--- src/rtl/core/cimt_pkg.sv ---
// Shared constants, types and helper functions of the cyclic ideal minimality test.
package cimt_pkg;

   // Widest cycle length the sweep supports
   localparam int MAX_LENGTH = 16;
   localparam int MIN_LENGTH = 2;
   // Fixed field widths
   localparam int CAND_W = 16;
   localparam int LEN_W = 5;
   localparam logic [LEN_W-1:0] LEN_RESET = LEN_W'(16);
   // Derived widths
   localparam int IDX_W = (MAX_LENGTH > 1) ? $clog2(MAX_LENGTH) : 1;
   localparam int CMP_W = (MAX_LENGTH > CAND_W) ? MAX_LENGTH : CAND_W;
   // XOR tree split: rotations summed per group in the first stage
   localparam int GRP_SIZE = 4;
   localparam int NGRP = (MAX_LENGTH + GRP_SIZE - 1) / GRP_SIZE;

   typedef logic [MAX_LENGTH-1:0] word_type;
   typedef logic [CAND_W-1:0] cand_type;
   typedef logic [LEN_W-1:0] len_type;
   typedef word_type [MAX_LENGTH-1:0] rot_table_type;

   // One multiplier word entering the product pipeline
   typedef struct packed {
      logic valid;
      logic last;
      word_type mult;
   } pipe_req_type;

   // One compare outcome leaving the product pipeline
   typedef struct packed {
      logic valid;
      logic last;
      logic hit;
   } pipe_res_type;

   // Low n bits set, word width
   function automatic word_type word_mask(input len_type n);
      word_type m;
      for (int i = 0; i < MAX_LENGTH; i++) begin
         m[i] = (i < int'(n));
      end
      return m;
   endfunction

   // Low n bits set, candidate width
   function automatic cand_type cand_mask(input len_type n);
      cand_type m;
      for (int i = 0; i < CAND_W; i++) begin
         m[i] = (i < int'(n));
      end
      return m;
   endfunction

endpackage

--- src/rtl/core/cimt_seq.sv ---
// Sequencer: takes a candidate, folds it, builds its rotations, sweeps all multipliers.
module cimt_seq
   import cimt_pkg::*;
(
   input  logic          clock,
   input  logic          reset,
   input  len_type       cycle_len,
   input  logic          req_tvalid,
   output logic          req_tready,
   input  cand_type      req_cand,
   output logic          rsp_tvalid,
   input  logic          rsp_tready,
   output cand_type      rsp_answer,
   output pipe_req_type  pipe_req,
   output rot_table_type rots,
   output cand_type      cand,
   input  pipe_res_type  pipe_res
);

   typedef enum logic [2:0] {
      ST_IDLE,
      ST_FOLD,
      ST_ROT,
      ST_SWEEP,
      ST_DRAIN,
      ST_FINISH
   } state_type;

   state_type     state_ff, state_in;
   cand_type      cand_ff, cand_in;
   cand_type      fold_ff, fold_in;
   word_type      cur_ff, cur_in;
   rot_table_type rots_ff, rots_in;
   logic [IDX_W-1:0] rot_cnt_ff, rot_cnt_in;
   word_type      mult_ff, mult_in;
   logic          hit_ff, hit_in;
   logic          rsp_valid_ff, rsp_valid_in;
   cand_type      rsp_data_ff, rsp_data_in;

   cand_type      fold_hi, fold_lo;
   word_type      len_mask;
   logic [IDX_W-1:0] top_idx;
   logic          sweep_last;
   logic          slot_free;

   // Rotate left by one inside the low n bits
   function automatic word_type rot1(input word_type x, input word_type m,
                                     input logic [IDX_W-1:0] top);
      word_type r;
      r = (x << 1) & m;
      r[0] = x[top];
      return r;
   endfunction

   assign len_mask   = word_mask(cycle_len);
   assign top_idx    = IDX_W'(cycle_len - LEN_W'(1));
   assign fold_hi    = fold_ff >> cycle_len;
   assign fold_lo    = fold_ff & cand_mask(cycle_len);
   assign sweep_last = (mult_ff == len_mask);
   assign slot_free  = !rsp_valid_ff || rsp_tready;

   // Next-state and datapath control
   always_comb begin
      state_in     = state_ff;
      cand_in      = cand_ff;
      fold_in      = fold_ff;
      cur_in       = cur_ff;
      rots_in      = rots_ff;
      rot_cnt_in   = rot_cnt_ff;
      mult_in      = mult_ff;
      hit_in       = hit_ff;
      rsp_data_in  = rsp_data_ff;
      rsp_valid_in = rsp_valid_ff && !rsp_tready;
      pipe_req.valid = 1'b0;
      pipe_req.last  = sweep_last;
      pipe_req.mult  = mult_ff;

      // Collect compare outcomes
      if (pipe_res.valid && pipe_res.hit) begin
         hit_in = 1'b1;
      end

      case (state_ff)
         ST_IDLE: begin
            if (req_tvalid) begin
               cand_in  = req_cand;
               fold_in  = req_cand;
               hit_in   = 1'b0;
               state_in = ST_FOLD;
            end
         end
         ST_FOLD: begin
            // Fold the high part down until the word fits in n bits
            if (fold_hi == '0) begin
               cur_in     = MAX_LENGTH'(fold_ff);
               rot_cnt_in = '0;
               state_in   = ST_ROT;
            end else begin
               fold_in = fold_lo ^ fold_hi;
            end
         end
         ST_ROT: begin
            // Shift rotations in; the first one pushed ends in entry zero
            for (int j = 0; j < MAX_LENGTH - 1; j++) begin
               rots_in[j] = rots_ff[j + 1];
            end
            rots_in[MAX_LENGTH-1] = cur_ff;
            cur_in     = rot1(cur_ff, len_mask, top_idx);
            rot_cnt_in = rot_cnt_ff + IDX_W'(1);
            if (rot_cnt_ff == IDX_W'(MAX_LENGTH - 1)) begin
               mult_in  = '0;
               state_in = ST_SWEEP;
            end
         end
         ST_SWEEP: begin
            // Issue one multiplier per cycle
            pipe_req.valid = 1'b1;
            mult_in        = mult_ff + MAX_LENGTH'(1);
            if (sweep_last) begin
               state_in = ST_DRAIN;
            end
         end
         ST_DRAIN: begin
            if (pipe_res.valid && pipe_res.last) begin
               state_in = ST_FINISH;
            end
         end
         ST_FINISH: begin
            // Hold the answer until the output register is free
            if (slot_free) begin
               rsp_data_in  = hit_ff ? '0 : cand_ff;
               rsp_valid_in = 1'b1;
               state_in     = ST_IDLE;
            end
         end
         default: begin
            state_in = ST_IDLE;
         end
      endcase
   end

   // Hold state and registered outputs
   always_ff @(posedge clock) begin
      if (reset) begin
         state_ff     <= ST_IDLE;
         rsp_valid_ff <= 1'b0;
      end else begin
         state_ff     <= state_in;
         rsp_valid_ff <= rsp_valid_in;
      end
      cand_ff     <= cand_in;
      fold_ff     <= fold_in;
      cur_ff      <= cur_in;
      rots_ff     <= rots_in;
      rot_cnt_ff  <= rot_cnt_in;
      mult_ff     <= mult_in;
      hit_ff      <= hit_in;
      rsp_data_ff <= rsp_data_in;
   end

   assign req_tready = (state_ff == ST_IDLE);
   assign rsp_tvalid = rsp_valid_ff;
   assign rsp_answer = rsp_data_ff;
   assign rots       = rots_ff;
   assign cand       = cand_ff;

`ifndef SYNTHESIS
   // Pipeline outcomes only arrive while sweeping or draining
   assert property (@(posedge clock) disable iff (reset)
      pipe_res.valid |-> (state_ff == ST_SWEEP || state_ff == ST_DRAIN))
      else $error("pipeline result outside a sweep");

   // The final outcome closes the drain phase
   assert property (@(posedge clock) disable iff (reset)
      (pipe_res.valid && pipe_res.last) |-> (state_ff == ST_DRAIN))
      else $error("last pipeline result while not draining");

   // Rotated word never leaves the low n bits
   assert property (@(posedge clock) disable iff (reset)
      (state_ff == ST_ROT) |-> ((cur_ff & ~len_mask) == '0))
      else $error("rotation word wider than cycle length");

   // Finishing with a free slot presents the answer next cycle
   assert property (@(posedge clock) disable iff (reset)
      (state_ff == ST_FINISH && slot_free) |=> (rsp_valid_ff && state_ff == ST_IDLE))
      else $error("answer not presented after finish");
`endif

endmodule
--- config.mk ---
export PLATFORM = sky130hd
export DESIGN_NAME = cimt_seq
export DESIGN_NICKNAME = d
export VERILOG_FILES = /design/src/rtl/core/cimt_pkg.sv /design/src/rtl/core/cimt_seq.sv
export SDC_FILE = /design/constraint.sdc
export NUM_CORES = 1
export LEC_CHECK = 0
export ABC_CLOCK_PERIOD_IN_PS = 8600
export BUFFER_PORTS_ARGS = -buffer_cell sky130_fd_sc_hd__buf_2
export CELL_PAD_IN_SITES_DETAIL_PLACEMENT = 1
export CELL_PAD_IN_SITES_GLOBAL_PLACEMENT = 1
export CORE_MARGIN = 4
export CORE_UTILIZATION = 39
export CTS_CLUSTER_DIAMETER = 150
export DETAILED_ROUTE_END_ITERATION = 10
export PLACE_DENSITY = 0.77
export SETUP_SLACK_MARGIN = 0.2
export SLEW_MARGIN = 0
export SYNTH_ARGS = -nofsm -noshare
export SYNTH_HDL_FRONTEND = slang
export SYNTH_SLANG_ARGS = --single-unit
--- constraint.sdc ---
create_clock -name clock -period 8.6 [get_ports clock]
set_input_delay 0.86 -clock clock [delete_from_list [all_inputs] [get_ports clock]]
set_output_delay 0.86 -clock clock [all_outputs]
set_load 0.01 [all_outputs]
# Word-level counts from Yosys, hierarchy flattened
# Index checks and enable logic that the tools add are counted.
# totals
register_bits	345
in_bits	28
output_inout_bits	308
word_cells	104
# classes
addsub	3
magnitude_cmp	17
n_eq_ne	14
shifts	1
mux	24
n_bitwise	3
reduce_logical	17
# op_table
op	n
$pmux W16 S2	3
$mux W16	4
$lt A4 B5 Y1 const A	8
$and A16 B16 Y16	2
$lt A3 B5 Y1 const A	4
$mux W3	6
$pmux W3 S6	1
$add A16 B1 Y16 const B	1
$eq A16 B16 Y1	1
$logic_not A16 Y1	1
$shr A16 B5 Y16	1
$xor A16 B16 Y16	1
$ne A2 B2 Y1 const B	7
$lt A1 B5 Y1 const A	2
$lt A2 B5 Y1 const A	2
$pmux W4 S2	1
$reduce_and A2 Y1	4
$mux W1	7
$eq A3 B2 Y1 const B	2
$eq A3 B3 Y1 const B	2
$reduce_and A6 Y1	1
$reduce_bool A2 Y1	3
$lt A4 B5 Y1 const B	1
$add A4 B1 Y4 const B	1
other kinds (10)	13

# Depth between registers and ports, before layout
# Gate-level depths: netlist of run 1.
# depth
depth_word	5
depth_mapped	9
mapped_depth_nobuf	8

# Worst setup path before layout of run 1
# Ideal clock, no wire load.
# synth_path
path_kind	reg2reg
from	reg state_ff[1]
to	reg cur_ff[11] (data pin)
setup_ps	582
arrival_ps	8322
required_ps	8018
setup_slack_ps	-304
stages_incl_launch_ff	7
n_path_buf	2
synth_period_minus_slack_ps	8904
path_cell_list	dfxtp_1 -> clkbuf_1 -> and2b_2 -> nand2_1 -> inv_2 -> clkbuf_1 -> o21ai_0
# synth_between
elab_chain_len	2
elab_cells_between_ends	3
cone_classes	2 x eq/ne; 1 x mux
# synth_lines
element	line_no	source
start, declared	cimt_seq.sv:29	state_type state_ff, state_in;
start signal, assigned	cimt_seq.sv:148	state_ff <= state_in;
$eq A3 B2 Y1 or $eq A3 B1 Y1 (tied branches)	cimt_seq.sv:83	case (state_ff)
$pmux W16 S2 (*)	cimt_seq.sv:83	
via cur_in[11]	cimt_seq.sv:32	word_type cur_ff, cur_in;
end signal, assigned	cimt_seq.sv:153	cur_ff <= cur_in;
end, declared	cimt_seq.sv:32	
# The timed path passes the listed nets; every way through them passes the cells marked *.
# A chain may end at the register's enable or synchronous reset.

==> summary.txt, run 1 <==
Route
  • Drt pass-1 iters: 5
  • Total Routed Length: 36.5 mm
  • Remaining DRCs: 0
  • Post-detailed-route wirelength per cell: 23.1 um
  • Via Count: 8,169
  • Antenna viol nets, final: 0
  • Via density: 5.16
  • Initial DRC count: 710

Synthesis
  • Synth Flop Type: edfxtp_1
  • Number of synthesized flops with an enable pin: 340
  • Share of flip-flops with an asynchronous set or reset: 0
  • Post-synthesis sequential area ratio: 0.788
  • Synthesis warning total: 0
  • Synth Area per Inst: 17.1 sq um
  • Simple-gate share of the synthesized area: 0.0813
  • Flip-flop and latch count after synthesis: 345
  • Largest family of logic cells by synthesized area: simple AND/OR/NAND/NOR gates
  • Synthesized area: 13,100 sq um
  • Yosys top cell area share: 0.780
  • Synth Area in Compound Gates: 0.0481
  • Post-synthesis adder-cell area fraction: 0.00373
  • Most frequent cell after synthesis: edfxtp_1
  • Commonest cells in the netlist: 340 x edfxtp_1, 56 x nand2_1, 44 x nor2_1, 28 x nand3_1, 21 x nor2b_1
  • Post-Synth XOR/XNOR Area: 0.0194
  • Cell taking the most area after synthesis: edfxtp_1
  • Mux share of post-synthesis cell area: 0.0406
  • Top post-synthesis cells by area: edfxtp_1 78%, mux4_2 2.6%, nand2_1 1.6%
  • Mapped Cells: 766
  • Netlist cell types: 73
  • Syn Nets: 797

Clock network
  • Post-CTS Setup Bufs: 0
  • CTS resizes: 0
  • TritonCTS clock tree: built
  • Clock sinks: 345
  • Skew-Pair Late Insertion Delay: 520 ps
  • Inserted Clock Buffers: 38
  • Clock tree buffer depth: 3
  • CTS H-tree depth: 2
  • Reg clk slew, reported paths: 60 ps
  • # hold bufs at CTS: 0
  • CTS root buffer: clkbuf_16

Timing
  • Fin. max-slew vios: 0
  • Endpoints failing hold: 0
  • Final Skew: 23.4 ps
  • Setup Total Neg Slack: 0 ps
  • Slew margin rel.: 0.196
  • Measured slew at the worst slew-check pin: 1210 ps
  • Final setup margin: 4670 ps
  • # setup viols final: 0
  • Final Critical Period: 3930 ps
  • Tcrit/Tclk final: 0.457
  • RSZ-0062 raised after global routing: false
  • Peak Freq: 254 MHz
  • Worst hold slack: 428 ps

Global routing
  • GRT overflow: 0
  • Total GRT Usage: 0.192
  • Initial antenna violation count: 0
  • First-pass GRT wire length: 53.1 mm
  • Pin count of the biggest net entering global routing: 109
  • Number of global-route vias before repair: 8,415

Floorplan
  • Die H: 191 um
  • Cell row count: 66
  • # IOs: 336
  • CORE AREA: 32,800 sq um
  • Initial core utilization: 0.399
  • Die outline area: 36,600 sq um
  • Die W: 191 um

Critical path
  • Critical Path Fanout Max: 40
  • Reg2reg setup slack: 5320 ps
  • CP Capture Type: primary output
  • Setup crit start kind: input pin
  • Worst setup path category: input pin to primary output
  • Critical Path AT: 3070 ps
  • Origin of the critical flop-to-flop path: fold_ff[14]
  • WP data required: 7740 ps
  • Reg2reg end: fold_ff[5]
  • Worst Reg-to-Reg Cells: 6

Final layout
  • Layout overhead on the synthesized area: 25.3%
  • Layout cells sized above 1: 0.373
  • Diodes inserted: 0
  • Cell area after layout: 16,400 sq um
  • Final nets: 1,145

Place
  • Hpwl dp: 26.5 mm
  • PortBufs: 335
  • Post-DP Area: 15,200 sq um
  • Post-Place Worst Slack: 4250 ps
  • GP Congestion: 0.937

Power
  • Lkg Pwr: 6.07 nW
  • Pwr/cell area: 258 nW/um^2
  • Worst vdd ir: 0.123 mV

Hold path
  • Hold Path End: rots[213]
  • Hold Startpoint: rots[229]
  • Cell count of the worst hold path: 0
  • Worst min path class: flip-flop to flip-flop

Outcome
  • Status: completed

Job
  • Max-cap violations: 0
[final cells by class]
class | count | area [sq um]
Tap cell | 442 | 553
Inverter | 15 | 63.8
Multi-Input combinational cell | 370 | 2530
Clock buffer | 46 | 1000
Clock inverter | 21 | 201
Sequential cell | 345 | 10300
Timing Repair Buffer | 344 | 1740
Fill cell | 3283 | 16400
[where the power goes]
| part | total, mW | internal, mW | switching, mW |
|---|---|---|---|
| Clock | 1.56 | 0.925 | 0.639 |
| Combinational | 0.501 | 0.188 | 0.312 |
| Sequential | 2.16 | 2.03 | 0.133 |
[how the worst max path moves through the flow]
stage	from	endpoint	slack, ps	cells past startpoint
3_5_place_dp	cycle_len[0]	fold_ff[0]	4250	7
4_1_cts	cycle_len[1]	pipe_req[16]	4730	7
6_report	cycle_len[1]	pipe_req[16]	4670	7
2_1_floorplan	state_ff[1]	cur_ff[11]	3670	6
3_3_place_gp	cycle_len[0]	cur_ff[12]	4440	8
5_1_grt	cycle_len[1]	pipe_req[16]	4510	7
[metrics by stage]
| stage | utilization | power, mW | std cells |
|---|---|---|---|
| floorplan | - | 2.47 | 766 |
| global route | 0.500 | 4.41 | 1583 |
| detailed placement | 0.464 | 2.70 | 1516 |
| CTS | 0.500 | 4.27 | 1583 |
| finish | 0.500 | 4.22 | 1583 |
| global placement | 0.464 | 2.68 | 1516 |
[flip-flops by register name (all words and copies together) (netlist names), named ones only]
register,count
rots,256
cand,16
cur_ff,16
mult_ff,16
rsp_answer,16
fold_ff,15
rot_cnt_ff,4
state_ff,3
hit_ff,1
rsp_tvalid,1
[critical path, stage by stage]
cell	delay (ps)
buf_2	390
or2_2	480
a21oi_1	420
o21ai_1	110
or4_4	550
nor2_1	120
buf_2	150
[placed cells by master, fill, tap and decap left out, types with 3 or more instances in the layout]
master,synthesis,routed
dfxtp_1,5,5
nand3_1,28,28
xor2_1,19,19
mux2i_1,16,16
and2_1,4,4
buf_4,5,9
o21a_1,4,4
and3_1,6,6
nand4_1,9,9
edfxtp_1,340,340
nor2_1,44,44
and4_1,5,5
nand2b_1,7,7
nor3_1,10,10
clkbuf_1,18,7
clkbuf_16,0,39
a21oi_1,14,14
bufinv_16,0,3
mux4_2,15,15
clkinvlp_4,0,4
clkinv_1,0,9
o21ai_1,14,15
or3_1,5,5
inv_1,12,12
nand2_1,56,56
a22o_1,3,3
nor2b_1,21,21
o21ai_0,18,17
a22oi_1,5,5
o22ai_1,3,3
buf_2,7,335
xnor2_1,10,10
ha_1,3,3
[metal layers]
metal	share of wire	track usage	up-vias	wire length [um]
li1	-	-	3653	-
met1	0.36	0.221	4105	13300
met2	0.53	0.357	356	19400
met3	0.083	0.0475	55	3040
met4	0.020	0.0475	0	744
met5	0	0	-	0
[kinds of logic (layout without fill, tap and decap cells)]
logic type               after synthesis  count (layout)
XOR/XNOR                              29              29
buffers and inverters                 51             426
AO/OA/AOI/OAI                         93              93
adder cells (fa/ha/maj)                4               4
multiplexers                          34              34
AND/OR/NAND/NOR                      210             210
flip-flops                           345             345
No activity file was read; power rests on OpenSTA's default activity.
==> inputs of run 2 (changes only) <==
ABC_CLOCK_PERIOD_IN_PS = 3400   (was 8600)
clock period = 3.4 ns   (was 8.6 ns; I/O delays follow)
==> run 2 against run 1 <==
  * Design area is 1.6% higher
  * Cell count is 1.6% higher
  * Flip-flop and latch count stayed put
==> summary.txt, run 2 (same netlist as run 1, synthesis figures left out) <==
Route
  • Metal-1 WL: 13.6 mm (was 13.3 mm)
  • Total Routed Length: 36.9 mm (was 36.5 mm)
  • Drt pass-1 iters: 5 (unchanged)
  • Top sig layer: met4 (unchanged)
  • Via Count: 8,133 (was 8,169)
  • Antenna viol nets, final: 0 (unchanged)
  • Met2 routed WL: 19.8 mm (was 19.4 mm)
  • Via density: 5.06 (was 5.16)
  • Remaining DRCs: 0 (unchanged)
  • Post-detailed-route wirelength per cell: 23.0 um (was 23.1 um)
  • Initial DRC count: 548 (was 710)
  • Met3 routed WL: 2.67 mm (was 3.04 mm)

Hold path
  • Worst min path class: input pin to flip-flop (was flip-flop to flip-flop)

Timing
  • Tcrit/Tclk final: 0.905
  • RSZ-0062 raised after global routing: false (unchanged)
  • Final setup margin: 322 ps (was 4670 ps)
  • Final Critical Period: 3080 ps
  • Fin. max-slew vios: 0 (unchanged)
  • Setup Total Neg Slack: 0 ps (unchanged)
  • # setup viols final: 0 (unchanged)
  • Slew margin rel.: 0.402 (was 0.196)
  • Peak Freq: 325 MHz
  • Final Skew: 12.8 ps (was 23.4 ps)
  • Measured slew at the worst slew-check pin: 897 ps (was 1210 ps)
  • Endpoints failing hold: 0 (unchanged)

Critical path
  • Slowest-stage cell, CP: mux4_2 (was or4_4)
  • WP buf/inv: 1 (was 2)
  • Critical Path Fanout Max: 19 (was 40)
  • Setup crit start kind: flip-flop (was input pin)
  • CP max stage delay: 550 ps (about the same)
  • WP data required: 3630 ps (was 7740 ps)
  • CP Capture Type: flip-flop (was primary output)
  • Worst setup path category: flip-flop to flip-flop (was input pin to primary output)
  • CP Cell Sequence: mux4_2 > a22o_1 > a221o_1 > nor3_1 > nand4_1 > o21ai_2 > buf_12 (was buf_2 > or2_2 > a21oi_1 > o21ai_1 > or4_4 > nor2_1 > buf_2)
  • Crit path max-delay family: compound AO/OA/AOI/OAI gates (was simple AND/OR/NAND/NOR gates)
  • Critical Path AT: 3310 ps (was 3070 ps)

Power
  • Sw frac: 0.258 (was 0.257)
  • Reg power frac: 0.510 (was 0.511)
  • Power Internal: 7.90 mW (was 3.14 mW)
  • Net switching power: 2.74 mW (was 1.08 mW)
  • Worst vdd ir: 0.326 mV (was 0.123 mV)
  • Lkg Pwr: 6.21 nW (was 6.07 nW)
  • Total power: 10.6 mW (was 4.22 mW)
  • Comb pwr share: 0.126 (was 0.119)
  • Pwr/cell area: 639 nW/um^2 (was 258 nW/um^2)
  • Clock share of power: 0.364 (was 0.370)

Global routing
  • First-pass GRT wire length: 54.5 mm (was 53.1 mm)
  • Pin count of the biggest net entering global routing: 138 (was 109)
  • Number of global-route vias before repair: 8,549 (was 8,415)
  • Total GRT Usage: 0.196 (was 0.192)
  • GRT overflow: 0 (unchanged)
  • Initial antenna violation count: 0 (unchanged)

Clock network
  • Clock sinks: 345 (unchanged)
  • Post-CTS Setup Bufs: 0 (unchanged)
  • Skew-Pair Late Insertion Delay: 530 ps (was 520 ps)
  • CTS root buffer: clkbuf_16 (unchanged)
  • Reg clk slew, reported paths: 60 ps (about the same)
  • CTS H-tree depth: 2 (unchanged)
  • TritonCTS clock tree: built (unchanged)
  • Inserted Clock Buffers: 37 (was 38)
  • Clock tree buffer depth: 3 (unchanged)

Floorplan
  • Die H: 191 um (unchanged)
  • CORE AREA: 32,800 sq um (unchanged)
  • # IOs: 336 (unchanged)
  • Die outline area: 36,600 sq um (unchanged)
  • Initial core utilization: 0.399 (unchanged)
  • Cell row count: 66 (unchanged)
  • Die W: 191 um (unchanged)

Final layout
  • Max reg flops: 256 (unchanged)
  • Layout overhead on the synthesized area: 27.3% (was 25.3%)
  • Layout cells sized above 1: 0.376 (was 0.373)
  • Most frequent cells in the layout: 340 x edfxtp_1, 335 x buf_2, 56 x nand2_1 (unchanged)
  • Final nets: 1,170 (was 1,145)
  • Commonest non-fill, non-tap cell in the layout: edfxtp_1 (unchanged)
  • # fillers: 3,221 (was 3,283)
  • Diodes inserted: 0 (unchanged)

Job
  • Max-cap violations: 0 (unchanged)

Place
  • Post-Place Worst Slack: 95.6 ps (was 4250 ps)
  • PortBufs: 335 (unchanged)
  • GP Congestion: 0.917 (was 0.937)
  • Hpwl dp: 27.0 mm (was 26.5 mm)

Outcome
  • Status: completed (unchanged)
run 2: final timing paths:
| path | slack [ps] | depth (start not counted) | to | startpoint |
|---|---|---|---|---|
| hold / removal | 10 | 1 | cand[14] | req_cand[14] |
| hold reg to reg | 440 | 0 | rots[189] | rots[205] |
| setup / recovery | 320 | 7 | cur_ff[8] | fold_ff[12] |
| setup reg to reg | 320 | 7 | cur_ff[8] | fold_ff[12] |
run 2: layout make-up:
cell class                 instances  area (sq um)  area share
timing repair buffer             370          2020       0.122
sequential                       345         10300       0.619
tap                              442           553      0.0332
inverter                          15          63.8     0.00383
clock inverter                    22           225      0.0135
multi-input combinational        370          2530       0.152
clock buffer                      44           952      0.0572
run 2: worst reg2reg max path, delay by kind of cell (launching register included):
family,cells,cell delay [ps]
DFF,1,540
and+or+nand+nor,2,630
AOI/OAI and AO/OA,3,860
muxes,1,550
buffers and inverters,1,190
run 2: timing repair:
| action | CTS | global route |
|---|---|---|
| resized for setup | 0 | 0 |
| hold buffers | 14 | 0 |
| hold endpoints to repair | 14 | 0 |
run 2: power by group through the flow:
stage          clock, mW  combinational [mW]  sequential, mW
2_1_floorplan          0               0.739            5.47
4_1_cts             3.98                1.35            5.44
6_report            3.87                1.34            5.43
5_1_grt             4.19                1.46            5.47
3_5_place_dp           0                1.33            5.52
3_3_place_gp           0                1.31            5.49
run 2: layer usage:
metal / up-vias / track usage
met3: 52 / 0.0495
met5: - / 0
met2: 309 / 0.365
met1: 4069 / 0.224
li1: 3703 / -
met4: 0 / 0.0519
run 2: stage by stage:
step | utilization | instances | area, sq um | hold slack, ps
6_report | 0.508 | 1608 | 16700 | 14.7
5_1_grt | 0.508 | 1608 | 16700 | 2.92
4_1_cts | 0.508 | 1608 | 16700 | 0.0176
3_5_place_dp | 0.468 | 1528 | 15300 | 429
3_3_place_gp | 0.468 | 1528 | 15300 | 424
2_1_floorplan | - | 766 | 13100 | 402
==> inputs of run 3 (changes only) <==
CORE_MARGIN = 1   (was 4)
RECOVER_POWER = 25   (was default)
SLEW_MARGIN = 20   (was 0)
==> run 3 against run 2 <==
  * Fmax rose by 2.1%
  * Clock power fell by 2%
  * Die area fell by 6.2%
  * Wire length fell by 1.0%
  * Via count rose by 1.3%
  * Critical path depth rose by 1
  * Setup slack improved by 62 ps
  * First-iteration DRC count fell by 11%
  * Non-clock buffer count rose by 9
  * Sequential share of layout area fell by 0.065 points
  * Flip-flop and latch count did not move
  * Global-route usage rose by 1.3 points
  * Critical endpoint is now cur_ff[6]
  * Highest routed layer unchanged
==> summary.txt, run 3 (same netlist as run 1, synthesis figures left out) <==
Outcome
  • Status: completed (unchanged)

Route
  • Via density: 5.09 (was 5.06)
  • Post-detailed-route wirelength per cell: 22.6 um (was 23.0 um)
  • Drt pass-1 iters: 5 (unchanged)
  • Via Count: 8,238 (was 8,133)
  • Total Routed Length: 36.6 mm (was 36.9 mm)
  • Remaining DRCs: 0 (unchanged)
  • Antenna viol nets, final: 0 (unchanged)
  • Initial DRC count: 485 (was 548)

Final layout
  • Register area: 10,300 sq um (unchanged)
  • Layout overhead on the synthesized area: 27.4% (was 27.3%)
  • Final nets: 1,179 (was 1,170)
  • Multi-input gate area: 2530 sq um (unchanged)
  • Max reg flops: 256 (unchanged)
  • Layout cells sized above 1: 0.372 (was 0.376)
  • # fillers: 3,261 (was 3,221)
  • Diodes inserted: 0 (unchanged)
  • Commonest non-fill, non-tap cell in the layout: edfxtp_1 (unchanged)
  • Most frequent cells in the layout: 340 x edfxtp_1, 322 x buf_2, 56 x nand2_1 (was 340 x edfxtp_1, 335 x buf_2, 56 x nand2_1)

Critical path
  • CP max stage delay: 560 ps (was 550 ps)
  • WP data required: 3630 ps (about the same)
  • Worst Reg-to-Reg Cells: 8 (was 7)
  • Worst setup path category: flip-flop to flip-flop (unchanged)
  • CP Cell Sequence: mux4_2 > and3_1 > a221o_1 > nor3_1 > nand4_1 > buf_4 > o21ai_2 > buf_12 (was mux4_2 > a22o_1 > a221o_1 > nor3_1 > nand4_1 > o21ai_2 > buf_12)
  • Critical Path AT: 3250 ps (was 3310 ps)
  • Critical Path Fanout Max: 19 (unchanged)
  • Setup crit start kind: flip-flop (unchanged)
  • Critical path origin: fold_ff[12] (unchanged)
  • Origin of the critical flop-to-flop path: fold_ff[12] (unchanged)
  • Slowest-stage cell, CP: mux4_2 (unchanged)
  • CP Capture Type: flip-flop (unchanged)
  • Reg2reg setup slack: 380 ps (was 320 ps)

Power
  • Power Internal: 7.80 mW (was 7.90 mW)
  • Worst vdd ir: 0.356 mV (was 0.326 mV)
  • Reg power frac: 0.513 (was 0.510)
  • Comb pwr share: 0.130 (was 0.126)
  • Pwr/cell area: 634 nW/um^2 (was 639 nW/um^2)
  • Clock share of power: 0.357 (was 0.364)
  • Net switching power: 2.77 mW (was 2.74 mW)
  • Lkg Pwr: 6.20 nW (was 6.21 nW)
  • Sw frac: 0.262 (was 0.258)

Global routing
  • Initial antenna violation count: 0 (unchanged)
  • Total GRT Usage: 0.208 (was 0.196)
  • Number of global-route vias before repair: 8,382 (was 8,549)
  • Pin count of the biggest net entering global routing: 178 (was 138)
  • GRT overflow: 0 (unchanged)
  • First-pass GRT wire length: 52.5 mm (was 54.5 mm)

Timing
  • # setup viols final: 0 (unchanged)
  • Setup Total Neg Slack: 0 ps (unchanged)
  • Endpoints failing hold: 0 (unchanged)
  • Slew margin rel.: 0.374 (was 0.402)
  • Worst hold slack: 36.9 ps (was 14.7 ps)
  • Final Skew: 23.0 ps (was 12.8 ps)
  • Peak Freq: 332 MHz (was 325 MHz)
  • Tcrit/Tclk final: 0.887 (was 0.905)
  • Measured slew at the worst slew-check pin: 940 ps (was 897 ps)
  • Fin. max-slew vios: 0 (unchanged)
  • RSZ-0062 raised after global routing: false (unchanged)
  • Final setup margin: 384 ps (was 322 ps)
  • Final Critical Period: 3020 ps (was 3080 ps)

Place
  • Post-Place Worst Slack: 33.5 ps (was 95.6 ps)
  • GP Congestion: 0.944 (was 0.917)
  • Hpwl dp: 26.3 mm (was 27.0 mm)
  • PortBufs: 335 (unchanged)

Floorplan
  • Die W: 185 um (was 191 um)
  • # IOs: 336 (unchanged)
  • Initial core utilization: 0.399 (unchanged)
  • Cell row count: 66 (unchanged)
  • CORE AREA: 32,800 sq um (unchanged)
  • Die H: 185 um (was 191 um)
  • Die outline area: 34,300 sq um (was 36,600 sq um)

Clock network
  • CTS resizes: 0 (unchanged)
  • Inserted Clock Buffers: 37 (unchanged)
  • Clock tree buffer depth: 3 (unchanged)
  • TritonCTS clock tree: built (unchanged)
  • Skew-Pair Late Insertion Delay: 540 ps (was 530 ps)
  • CTS root buffer: clkbuf_16 (unchanged)
  • Reg clk slew, reported paths: 60 ps (about the same)
  • Clock sinks: 345 (unchanged)
  • CTS H-tree depth: 2 (unchanged)

Job
  • Max-cap violations: 0 (unchanged)

Hold path
  • Hold Startpoint: pipe_res[0] (was req_cand[14])
  • Cell count of the worst hold path: 3 (was 1)
  • Worst min path class: input pin to flip-flop (unchanged)
[run 3: cell types whose count changed in the layout (fill, tap and decap cells not counted), sizes merged]
| cell | previous run | this run |
|---|---|---|
| clkbuf | 44 | 53 |
| clkinvlp | 0 | 3 |
| bufinv | 3 | 1 |
| dlygate4sd3 | 14 | 17 |
| buf | 356 | 349 |
| clkinv | 18 | 22 |
[run 3: path summary, 6_finish.rpt]
kind | endpoint
hold reg to reg | rots[198]
hold / removal | hit_ff
setup reg to reg | cur_ff[6]
setup / recovery | cur_ff[6]
[run 3: routing by layer]
layer	part of all wire	GRT usage	up-vias	wire [um]
met3	0.073	0.0541	64	2670
met5	0	0	-	0
met1	0.37	0.229	4123	13300
met2	0.53	0.385	331	19600
met4	0.027	0.0724	0	993
li1	-	-	3720	-
[run 3: cell type report]
type / instances / share of cell area
Inverter: 15 / 0.00383
Timing Repair Buffer: 379 / 0.124
Clock buffer: 40 / 0.0575
Sequential cell: 345 / 0.618
Clock inverter: 27 / 0.0114
Multi-Input combinational cell: 370 / 0.152
Tap cell: 442 / 0.0332
[run 3: through the flow]
step	power, mW	std cells	util	area, sq um
floorplan	6.21	766	-	13100
global placement	6.81	1533	0.469	15400
detailed placement	6.86	1533	0.469	15400
CTS	10.7	1617	0.509	16700
global route	11.0	1618	0.509	16700
finish	10.6	1618	0.509	16700
[run 3: timing repair]
action                     4_1_cts  5_1_grt
hold buffers                    17        0
setup buffers                    0        1
hold endpoints to repair        17        0
setup endpoints to repair        0       19
[run 3: power by group through the flow]
stage / clock network (mW) / logic, mW / registers [mW]
3_5_place_dp: 0 / 1.35 / 5.51
4_1_cts: 3.89 / 1.38 / 5.43
6_report: 3.78 / 1.37 / 5.42
5_1_grt: 4.02 / 1.49 / 5.46
3_3_place_gp: 0 / 1.32 / 5.49
2_1_floorplan: 0 / 0.739 / 5.47
[run 3: critical path, delay by kind of cell (launching register included)]
family          cells  cell delay, ps
compound gates      2             490
flops               1             540
buf+inv             2             380
simple gates        3             720
mux                 1             560
